`config.mk`:
```
export PLATFORM = sky130hd
export DESIGN_NAME = sprite_line_scan_sorted
export DESIGN_NICKNAME = d
export VERILOG_FILES = /design/src/rtl/core/sls_pkg.sv /design/src/rtl/core/sls_front.sv /design/src/rtl/core/sls_queue.sv /design/src/rtl/core/sls_back.sv /design/src/rtl/core/sprite_line_scan_sorted.sv
export VERILOG_INCLUDE_DIRS = /design/src /design/src/rtl/core
export SDC_FILE = /design/constraint.sdc
export NUM_CORES = 1
export LEC_CHECK = 0
export ABC_AREA = 1
export BUFFER_PORTS_ARGS = -buffer_cell sky130_fd_sc_hd__buf_2
export CAP_MARGIN = 15
export CORE_MARGIN = 2
export CORE_UTILIZATION = 30
export DETAILED_ROUTE_END_ITERATION = 16
export PLACE_DENSITY = 0.42
export SKIP_LAST_GASP = 1
export SYNTH_ARGS = -nofsm -noshare
export SYNTH_HDL_FRONTEND = slang
export SYNTH_SLANG_ARGS = --single-unit
```
`constraint.sdc`:
```
create_clock -name clk_i -period 7.15 [get_ports clk_i]
set_input_delay 0.715 -clock clk_i [delete_from_list [all_inputs] [get_ports clk_i]]
set_output_delay 0.715 -clock clk_i [all_outputs]
set_load 0.005 [all_outputs]
```
`src/rtl/core/sprite_line_scan_sorted_assert.svh`:
```
// Assertion macros for the sprite line scan block.
// Included by files that carry concurrent assertions; no other dependencies.
`ifndef SPRITE_LINE_SCAN_SORTED_ASSERT_SVH
`define SPRITE_LINE_SCAN_SORTED_ASSERT_SVH

`ifndef NO_ASSERTIONS

// Property must hold on every clock edge outside reset
`define SLS_ASSERT(name, clk, rstn, prop) \
  name: assert property (@(posedge clk) disable iff (!rstn) (prop)) \
    else $error("%m: check failed");

// Condition must never be seen outside reset
`define SLS_ASSERT_NEVER(name, clk, rstn, cond) \
  name: assert property (@(posedge clk) disable iff (!rstn) (!(cond))) \
    else $error("%m: forbidden condition seen");

`else

`define SLS_ASSERT(name, clk, rstn, prop)
`define SLS_ASSERT_NEVER(name, clk, rstn, cond)

`endif

`endif

```
`src/rtl/core/sls_pkg.sv`:
```
// Shared types and constants for the sprite line scan block.
// No dependencies; imported by every module of the block.
package sls_pkg;

  // Configuration port
  localparam int unsigned CFG_IDX_W  = 2;
  localparam int unsigned CFG_DATA_W = 8;

  typedef enum logic [CFG_IDX_W-1:0] {
    CFG_CURRENT_LINE = 2'd0,
    CFG_TALL_SPRITES = 2'd1
  } cfg_reg_e;

  // Selection window arithmetic, 9 bits so sums never wrap
  localparam logic [8:0] LINE_OFFSET  = 9'd16;
  localparam logic [8:0] SHORT_HEIGHT = 9'd8;
  localparam logic [8:0] TALL_HEIGHT  = 9'd16;

  // Output field limits
  localparam logic [3:0] COUNT_SAT = 4'hF;

  // Queue between front and back
  localparam int unsigned QUEUE_DEPTH = 2;

  typedef struct packed {
    logic       first_entry;
    logic       last_entry;
    logic [7:0] sprite_y;
    logic [7:0] sprite_x;
    logic [7:0] sprite_tile;
    logic [7:0] sprite_attrs;
  } sprite_in_t;

  typedef struct packed {
    logic [3:0] slot;
    logic [7:0] out_y;
    logic [7:0] out_x;
    logic [7:0] out_tile;
    logic [7:0] out_attrs;
    logic [3:0] selected_count;
    logic       none_found;
    logic       run_last;
  } sprite_out_t;

  typedef struct packed {
    logic [7:0] y;
    logic [7:0] x;
    logic [7:0] tile;
    logic [7:0] attrs;
  } oam_entry_t;

  // Classified entry handed from front to back
  typedef struct packed {
    logic       first;
    logic       last;
    logic       hit;
    oam_entry_t entry;
  } scan_op_t;

  typedef struct packed {
    logic full;
    logic empty;
  } queue_status_t;

endpackage

```
`src/rtl/core/sls_front.sv`:
```
// Front end: configuration registers, input handshake and entry classification.
// Depends on sls_pkg.
module sls_front import sls_pkg::*; (
  input  logic                  clk_i,
  input  logic                  rst_ni,
  input  logic                  cfg_we_i,
  input  logic [CFG_IDX_W-1:0]  cfg_idx_i,
  input  logic [CFG_DATA_W-1:0] cfg_data_i,
  input  logic                  in_valid_i,
  output logic                  in_ready_o,
  input  sprite_in_t            in_data_i,
  input  queue_status_t         q_status_i,
  output logic                  push_o,
  output scan_op_t              push_op_o
);

  logic [7:0] line_q;
  logic       tall_q;
  logic [8:0] target;
  logic [8:0] height;
  logic [8:0] y_ext;
  logic [8:0] y_bottom;
  logic       visible;

  // Configuration registers
  always_ff @(posedge clk_i or negedge rst_ni) begin
    if (!rst_ni) begin
      line_q <= '0;
      tall_q <= 1'b0;
    end else if (cfg_we_i) begin
      unique case (cfg_reg_e'(cfg_idx_i))
        CFG_CURRENT_LINE: line_q <= cfg_data_i[7:0];
        CFG_TALL_SPRITES: tall_q <= cfg_data_i[0];
        default: ;
      endcase
    end
  end

  // Window test: x nonzero and y <= line+16 < y+height
  assign target   = {1'b0, line_q} + LINE_OFFSET;
  assign height   = tall_q ? TALL_HEIGHT : SHORT_HEIGHT;
  assign y_ext    = {1'b0, in_data_i.sprite_y};
  assign y_bottom = y_ext + height;
  assign visible  = (in_data_i.sprite_x != 8'd0) && (y_ext <= target) && (y_bottom > target);

  // Handshake: take a transaction whenever the queue has room
  assign in_ready_o = !q_status_i.full;
  assign push_o     = in_valid_i && in_ready_o;

  always_comb begin
    push_op_o.first       = in_data_i.first_entry;
    push_op_o.last        = in_data_i.last_entry;
    push_op_o.hit         = visible;
    push_op_o.entry.y     = in_data_i.sprite_y;
    push_op_o.entry.x     = in_data_i.sprite_x;
    push_op_o.entry.tile  = in_data_i.sprite_tile;
    push_op_o.entry.attrs = in_data_i.sprite_attrs;
  end

endmodule

```
`src/rtl/core/sls_queue.sv`:
```
// Short queue of classified entries between front and back.
// Depends on sls_pkg.
module sls_queue import sls_pkg::*; (
  input  logic          clk_i,
  input  logic          rst_ni,
  input  logic          push_i,
  input  scan_op_t      push_op_i,
  input  logic          pop_i,
  output scan_op_t      head_o,
  output queue_status_t status_o
);

  localparam int unsigned PW = (QUEUE_DEPTH > 1) ? $clog2(QUEUE_DEPTH) : 1;
  localparam int unsigned FW = $clog2(QUEUE_DEPTH + 1);
  localparam logic [PW-1:0] LAST_PTR = PW'(QUEUE_DEPTH - 1);

  scan_op_t        mem_q [QUEUE_DEPTH];
  logic [PW-1:0]   wr_ptr_q;
  logic [PW-1:0]   rd_ptr_q;
  logic [FW-1:0]   fill_q;
  logic            do_push;
  logic            do_pop;

  assign status_o.full  = (fill_q == FW'(QUEUE_DEPTH));
  assign status_o.empty = (fill_q == '0);
  assign do_push        = push_i && !status_o.full;
  assign do_pop         = pop_i && !status_o.empty;
  assign head_o         = mem_q[rd_ptr_q];

  // Storage, no reset needed
  always_ff @(posedge clk_i) begin
    if (do_push) begin
      mem_q[wr_ptr_q] <= push_op_i;
    end
  end

  // Pointers and fill level
  always_ff @(posedge clk_i or negedge rst_ni) begin
    if (!rst_ni) begin
      wr_ptr_q <= '0;
      rd_ptr_q <= '0;
      fill_q   <= '0;
    end else begin
      if (do_push) begin
        wr_ptr_q <= (wr_ptr_q == LAST_PTR) ? '0 : wr_ptr_q + 1'b1;
      end
      if (do_pop) begin
        rd_ptr_q <= (rd_ptr_q == LAST_PTR) ? '0 : rd_ptr_q + 1'b1;
      end
      case ({do_push, do_pop})
        2'b10:   fill_q <= fill_q + 1'b1;
        2'b01:   fill_q <= fill_q - 1'b1;
        default: fill_q <= fill_q;
      endcase
    end
  end

endmodule

```
`src/rtl/core/sls_back.sv`:
```
// Back end: x-sorted insertion into the selected list and run emission.
// Depends on sls_pkg.
module sls_back import sls_pkg::*; #(
  parameter int unsigned MAX_SPRITES = 10
) (
  input  logic          clk_i,
  input  logic          rst_ni,
  input  scan_op_t      head_i,
  input  queue_status_t q_status_i,
  output logic          pop_o,
  output logic          out_valid_o,
  input  logic          out_ready_i,
  output sprite_out_t   out_data_o
);

  localparam int unsigned CW = $clog2(MAX_SPRITES + 1);
  localparam int unsigned IW = (MAX_SPRITES > 1) ? $clog2(MAX_SPRITES) : 1;

  typedef enum logic [1:0] {
    BK_IDLE = 2'b01,
    BK_EMIT = 2'b10
  } back_state_e;

  back_state_e     state_q;
  back_state_e     state_d;
  logic [CW-1:0]   count_q;
  logic [CW-1:0]   idx_q;
  logic [CW-1:0]   idx_d;
  logic [CW-1:0]   eff_count;
  logic [CW-1:0]   idx_next;
  logic [4:0]      count_ext;
  logic [4:0]      idx_ext;
  oam_entry_t      list_q [MAX_SPRITES];
  oam_entry_t      rd_entry;
  logic [MAX_SPRITES-1:0] gt;
  logic            do_ins;
  logic            out_free;
  logic            emit;
  logic            run_end;
  sprite_out_t     out_q;
  sprite_out_t     out_d;
  logic            out_valid_q;

  // Pop one classified entry while not emitting
  assign pop_o     = (state_q == BK_IDLE) && !q_status_i.empty;
  assign eff_count = head_i.first ? '0 : count_q;
  assign do_ins    = pop_o && head_i.hit && (eff_count < CW'(MAX_SPRITES));

  // Kept entries with larger x move up one place
  for (genvar k = 0; k < MAX_SPRITES; k++) begin : g_cmp
    assign gt[k] = (CW'(k) < eff_count) && (list_q[k].x > head_i.entry.x);
  end

  for (genvar k = 0; k < MAX_SPRITES; k++) begin : g_list
    if (k == 0) begin : g_head
      always_ff @(posedge clk_i) begin
        if (do_ins && (gt[k] || (CW'(k) == eff_count))) begin
          list_q[k] <= head_i.entry;
        end
      end
    end else begin : g_body
      always_ff @(posedge clk_i) begin
        if (do_ins) begin
          if (gt[k-1]) begin
            list_q[k] <= list_q[k-1];
          end else if (gt[k] || (CW'(k) == eff_count)) begin
            list_q[k] <= head_i.entry;
          end
        end
      end
    end
  end

  // Emission sequencing
  assign out_free  = !out_valid_q || out_ready_i;
  assign emit      = (state_q == BK_EMIT) && out_free;
  assign idx_next  = idx_q + 1'b1;
  assign run_end   = (count_q == '0) || (idx_next == count_q);
  assign rd_entry  = list_q[idx_q[IW-1:0]];
  assign count_ext = 5'(count_q);
  assign idx_ext   = 5'(idx_q);

  always_comb begin
    state_d = state_q;
    idx_d   = idx_q;
    unique case (state_q)
      BK_IDLE: begin
        if (pop_o && head_i.last) begin
          state_d = BK_EMIT;
          idx_d   = '0;
        end
      end
      BK_EMIT: begin
        if (emit) begin
          idx_d = idx_next;
          if (run_end) begin
            state_d = BK_IDLE;
          end
        end
      end
      default: state_d = BK_IDLE;
    endcase
  end

  // Result word for the current slot, or the none-found marker
  always_comb begin
    out_d = '0;
    if (count_q == '0) begin
      out_d.none_found = 1'b1;
      out_d.run_last   = 1'b1;
    end else begin
      out_d.slot           = idx_ext[3:0];
      out_d.out_y          = rd_entry.y;
      out_d.out_x          = rd_entry.x;
      out_d.out_tile       = rd_entry.tile;
      out_d.out_attrs      = rd_entry.attrs;
      out_d.selected_count = (count_ext > 5'd15) ? COUNT_SAT : count_ext[3:0];
      out_d.run_last       = (idx_next == count_q);
    end
  end

  // Control registers
  always_ff @(posedge clk_i or negedge rst_ni) begin
    if (!rst_ni) begin
      state_q     <= BK_IDLE;
      idx_q       <= '0;
      count_q     <= '0;
      out_valid_q <= 1'b0;
    end else begin
      state_q <= state_d;
      idx_q   <= idx_d;
      if (pop_o) begin
        count_q <= eff_count + CW'(do_ins);
      end
      if (emit) begin
        out_valid_q <= 1'b1;
      end else if (out_ready_i) begin
        out_valid_q <= 1'b0;
      end
    end
  end

  // Output payload register
  always_ff @(posedge clk_i) begin
    if (emit) begin
      out_q <= out_d;
    end
  end

  assign out_valid_o = out_valid_q;
  assign out_data_o  = out_q;

endmodule

```
`src/rtl/core/sprite_line_scan_sorted.sv`:
```
// Top level of the sprite line scan: front, queue and back joined together.
// Depends on sls_pkg, sls_front, sls_queue, sls_back and the assertion header.
//
//  channel  direction  handshake               payload
//  cfg      in         cfg_we_i                cfg_idx_i, cfg_data_i
//  in       in         in_valid_i/in_ready_o   in_data_i (sprite_in_t)
//  out      out        out_valid_o/out_ready_i out_data_o (sprite_out_t)
//
// The front classifies a transaction in the cycle it is accepted and writes it
// into a two-entry queue; the back pops one entry per cycle while it is not emitting
// and inserts it into the sorted list in that cycle, so entries flow at one per cycle.
// After a last entry the back emits count results (one when empty), one per cycle
// while the receiver is ready, through the output register; meanwhile the queue
// fills until full. Reset clears control state only; no clearing pass is needed.
`include "sprite_line_scan_sorted_assert.svh"

module sprite_line_scan_sorted import sls_pkg::*; #(
  parameter int unsigned MAX_SPRITES = 10
) (
  input  logic                  clk_i,
  input  logic                  rst_ni,
  input  logic                  cfg_we_i,
  input  logic [CFG_IDX_W-1:0]  cfg_idx_i,
  input  logic [CFG_DATA_W-1:0] cfg_data_i,
  input  logic                  in_valid_i,
  output logic                  in_ready_o,
  input  sprite_in_t            in_data_i,
  output logic                  out_valid_o,
  input  logic                  out_ready_i,
  output sprite_out_t           out_data_o
);

  queue_status_t q_status;
  logic          push;
  scan_op_t      push_op;
  logic          pop;
  scan_op_t      head;
  logic          none_ok;
  logic          slot_ok;

  sls_front u_front (
    .clk_i      (clk_i),
    .rst_ni     (rst_ni),
    .cfg_we_i   (cfg_we_i),
    .cfg_idx_i  (cfg_idx_i),
    .cfg_data_i (cfg_data_i),
    .in_valid_i (in_valid_i),
    .in_ready_o (in_ready_o),
    .in_data_i  (in_data_i),
    .q_status_i (q_status),
    .push_o     (push),
    .push_op_o  (push_op)
  );

  sls_queue u_queue (
    .clk_i     (clk_i),
    .rst_ni    (rst_ni),
    .push_i    (push),
    .push_op_i (push_op),
    .pop_i     (pop),
    .head_o    (head),
    .status_o  (q_status)
  );

  sls_back #(
    .MAX_SPRITES (MAX_SPRITES)
  ) u_back (
    .clk_i       (clk_i),
    .rst_ni      (rst_ni),
    .head_i      (head),
    .q_status_i  (q_status),
    .pop_o       (pop),
    .out_valid_o (out_valid_o),
    .out_ready_i (out_ready_i),
    .out_data_o  (out_data_o)
  );

  // Shape of the none-found result and range of the slot
  assign none_ok = out_data_o.run_last && (out_data_o.slot == '0) &&
                   (out_data_o.selected_count == '0);
  assign slot_ok = (out_data_o.slot <= out_data_o.selected_count);

  // Assertions
  `SLS_ASSERT(a_none_is_single, clk_i, rst_ni, (out_valid_o && out_data_o.none_found) |-> none_ok)
  `SLS_ASSERT(a_slot_in_count, clk_i, rst_ni, (out_valid_o && !out_data_o.none_found) |-> slot_ok)
  `SLS_ASSERT_NEVER(a_ready_when_full, clk_i, rst_ni, q_status.full && in_ready_o)
  `SLS_ASSERT_NEVER(a_pop_when_empty, clk_i, rst_ni, pop && q_status.empty)

endmodule

```
==> results.cfg <==
[critical_path]
start_kind = register
critical_path_arrival_ns = 4.79
crit_family = simple AND/OR/NAND/NOR gates
r2r_cells = 15
worst-path-stages = 15
crit_chain = buf_4, nand2_1, nand2_1, buf_4, ha_1, nand2_1, nor2_1, nand2_1, nand2_1, nor2_1, nand2_2, nand2_2, nand3_2, o21ai_2, buf_4
crit_path_max_incr_delay_ns = 0.65
cp_max_fo = 36
cp_num_buf_inv = 3
cp_data_required_time_ns = 7.41
cpMaxStageDelayCell = nand3_2
critPathCaptureType = register
path_class = reg -> reg
critPathMostFrequentCell = nand2_1

[layout]
nNetsFinal = 2809
drive_gt1_share_pct = 9.79
most-common-layout-cells = nand2_1, edfxtp_1, nand3_1, nand4_1, o21ai_0
finish.utilization_pct = 34.4
area_growth_syn_to_layout_pct = 13.4
instances_no_fill = 3768
final_common_cell = nand2_1

[clocking]
clock_path_buffers = 3
cts_tree = done
cts_buffers = 54
cts_max_level = 2
cts_root_buf = clkbuf_16
cts.reportedPaths.clkPinSlew_ns = 0.06
ctsHoldBuffers = 0
cts.sinks = 456
postCtsSetupBuffers = 0
cts_resized = 0
worst_skew_pair.late_latency_ns = 0.63

[sta]
setup_viol = 0
finClkSkew_ns = 0.0391
relSlewSlack_pct = 26.0
max_freq_ghz = 0.221
hold_viol = 0
finalCritPeriodShare_pct = 63.4
fin_crit_ns = 4.53
maxSlewViolCount = 0
tns_ns = 0
hold_ws_ns = 0.136
rsz0062_at_grt = false
tightest_slew_ns = 1.11

[die]
fp.dieW_microns = 289
num_io_pins = 93
start_util_pct = 30.3
die_h_microns = 289
core_sq_um = 80400
rows = 104
dieArea_sq_um = 83500

[yosys]
ys_ff_latch = 456
syn_avg_cell_area_sq_um = 9.18
synth_fp_nets = 2799
netlist_instances = 2655
ys.warnings.count = 0
mappedNetlistArea_sq_um = 24400
synth.distinct_cells = 42
synth.yosys.seq_area_share_pct = 55.7

[detailed_routing]
wl_per_cell_microns = 19.8
routed_wl_microns = 74500
antenna_left = 0
drt_iter0_markers = 1380
viasPerCell = 4.99
drcViolationCount = 0
dr.pass1.iters = 5
vias = 18800

[global_routing]
antenna_found_initial = 2
grt_first_pass_wirelength_microns = 115000
grt_pass1_vias = 18000
grt_start_max_net_pins = 118
grt_usage_pct = 17.8
overflow = 0

[placement]
routabilityCongestion = 0.876
dp_cells = 3666
dp_hpwl_microns = 54500
placement.io_buffers = 92

[run_status]
status = completed

[power_and_ir_drop]
power_density_nw_per_um2 = 358
max-vdd-ir-drop_uv = 204
p_leak_nw = 11.2

[worst_hold_path]
hold_path.class = in -> async

[job]
drv_cap = 0
## worst paths after layout
path | startpoint | endpoint | slack [ns]
worst max-delay path | u_queue.rd_ptr_q | u_back.list_q[4][26] | 2.62
worst min-delay path | rst_ni | u_queue.rd_ptr_q | 0.14
worst max register to register | u_queue.rd_ptr_q | u_back.list_q[4][26] | 2.62
worst min register to register | u_front.line_q[0] | u_front.line_q[0] | 0.50
max in group asynchronous | rst_ni | u_back.idx_q[0] | 6.54
min in group clk_i | in_data_i[1] | u_queue.mem_q[1][1] | 0.29
## final cells by class
type                       instances  area [sq um]
clock buffer                      73          1470
sequential                       456         13600
inverter                         109           419
multi-input combinational       1913          9680
antenna                            1          2.50
tap                             1060          1330
fill                            8194         52800
clock inverter                    25           360
timing repair buffer             131           797
## where the power goes
group          total (W)  switching, W  internal [W]  leakage [nW]
Sequential       0.00357      0.000216       0.00335          4.22
Combinational    0.00346       0.00266      0.000799          6.11
Clock            0.00287       0.00114       0.00173         0.881
## sequential cells by signal, indices dropped and copies added (netlist names)
register and flops:
u_back.count_q 4, u_back.idx_q 4, u_back.list_q 320, u_back.out_data_o 42
u_back.out_valid_o 1, u_back.state_q 2, u_front.line_q 8, u_front.tall_q 1
u_queue.fill_q 2, u_queue.mem_q 70, u_queue.rd_ptr_q 1, u_queue.wr_ptr_q 1
## per-layer routing
| layer | GRT usage (%) | share of wire (%) | vias up |
|---|---|---|---|
| li1 | - | - | 9329 |
| met1 | 26.7 | 49 | 8890 |
| met2 | 26.7 | 43 | 503 |
| met3 | 2.98 | 5.6 | 92 |
| met4 | 4.06 | 2.0 | 2 |
| met5 | 0 | 0.017 | - |
## through the flow
| step | total power [W] | setup slack (ns) | cell area (sq um) |
|---|---|---|---|
| 3_3_place_gp | 0.00705 | 2.65 | 25700 |
| 2_1_floorplan | 0.00566 | 1.88 | 24400 |
| 6_report | 0.00990 | 2.62 | 27600 |
| 4_1_cts | 0.0100 | 2.53 | 27600 |
| 3_5_place_dp | 0.00708 | 2.52 | 25700 |
| 5_1_grt | 0.0105 | 2.13 | 27600 |
## logic make-up (layout without fill, tap and decap cells)
logic type	after synthesis	count (layout)	synth area share (%)
mux	4	4	0.185
compound gates	293	293	6.69
xor+xnor	15	15	0.539
fa+ha+maj	95	95	4.91
flops	456	456	55.7
other cells	0	1	0
simple gates	1506	1506	27.0
buf+inv	286	338	5.00
## cells in the mapped netlist
master	number	area share (%)
nand4_1	201	5.2
o211ai_1	2	0.062
mux2_2	4	0.18
clkbuf_1	89	1.4
nand3_1	206	4.2
a21boi_1	1	0.031
buf_4	4	0.12
dfrtp_1	23	2.4
o221ai_1	31	1.1
nor4_2	1	0.051
inv_2	3	0.046
buf_6	5	0.23
edfxtp_1	432	53
or2_2	7	0.18
clkinv_1	9	0.14
o21ai_0	129	2.6
o22ai_1	2	0.051
nor3_4	1	0.067
a21oi_2	2	0.072
nor4_1	3	0.077
xor2_1	8	0.29
nand3b_1	1	0.031
dfstp_2	1	0.11
nor2_1	109	1.7
and2_1	3	0.077
ha_1	94	4.8
inv_4	1	0.026
a31oi_1	2	0.051
nand2_1	950	15
nand2_4	3	0.14
nor3_1	2	0.041
a21oi_1	109	2.2
buf_2	71	1.5
nand3_2	9	0.37
o21ai_1	4	0.082
o21a_1	8	0.25
o21bai_1	3	0.092
nand2_2	10	0.26
fa_1	1	0.082
inv_1	96	1.5
buf_1	8	0.12
xnor2_1	7	0.25
## worst register-to-register path, cell delays in order (launching register included)
cell and delay (ns):
dfrtp_1 0.39, buf_4 0.37, nand2_1 0.09, nand2_1 0.08
buf_4 0.31, ha_1 0.31, nand2_1 0.06, nor2_1 0.04
nand2_1 0.06, nand2_1 0.05, nor2_1 0.14, nand2_2 0.40
nand2_2 0.63, nand3_2 0.66, o21ai_2 0.21, buf_4 0.38
(Power assumes the default switching activity.)
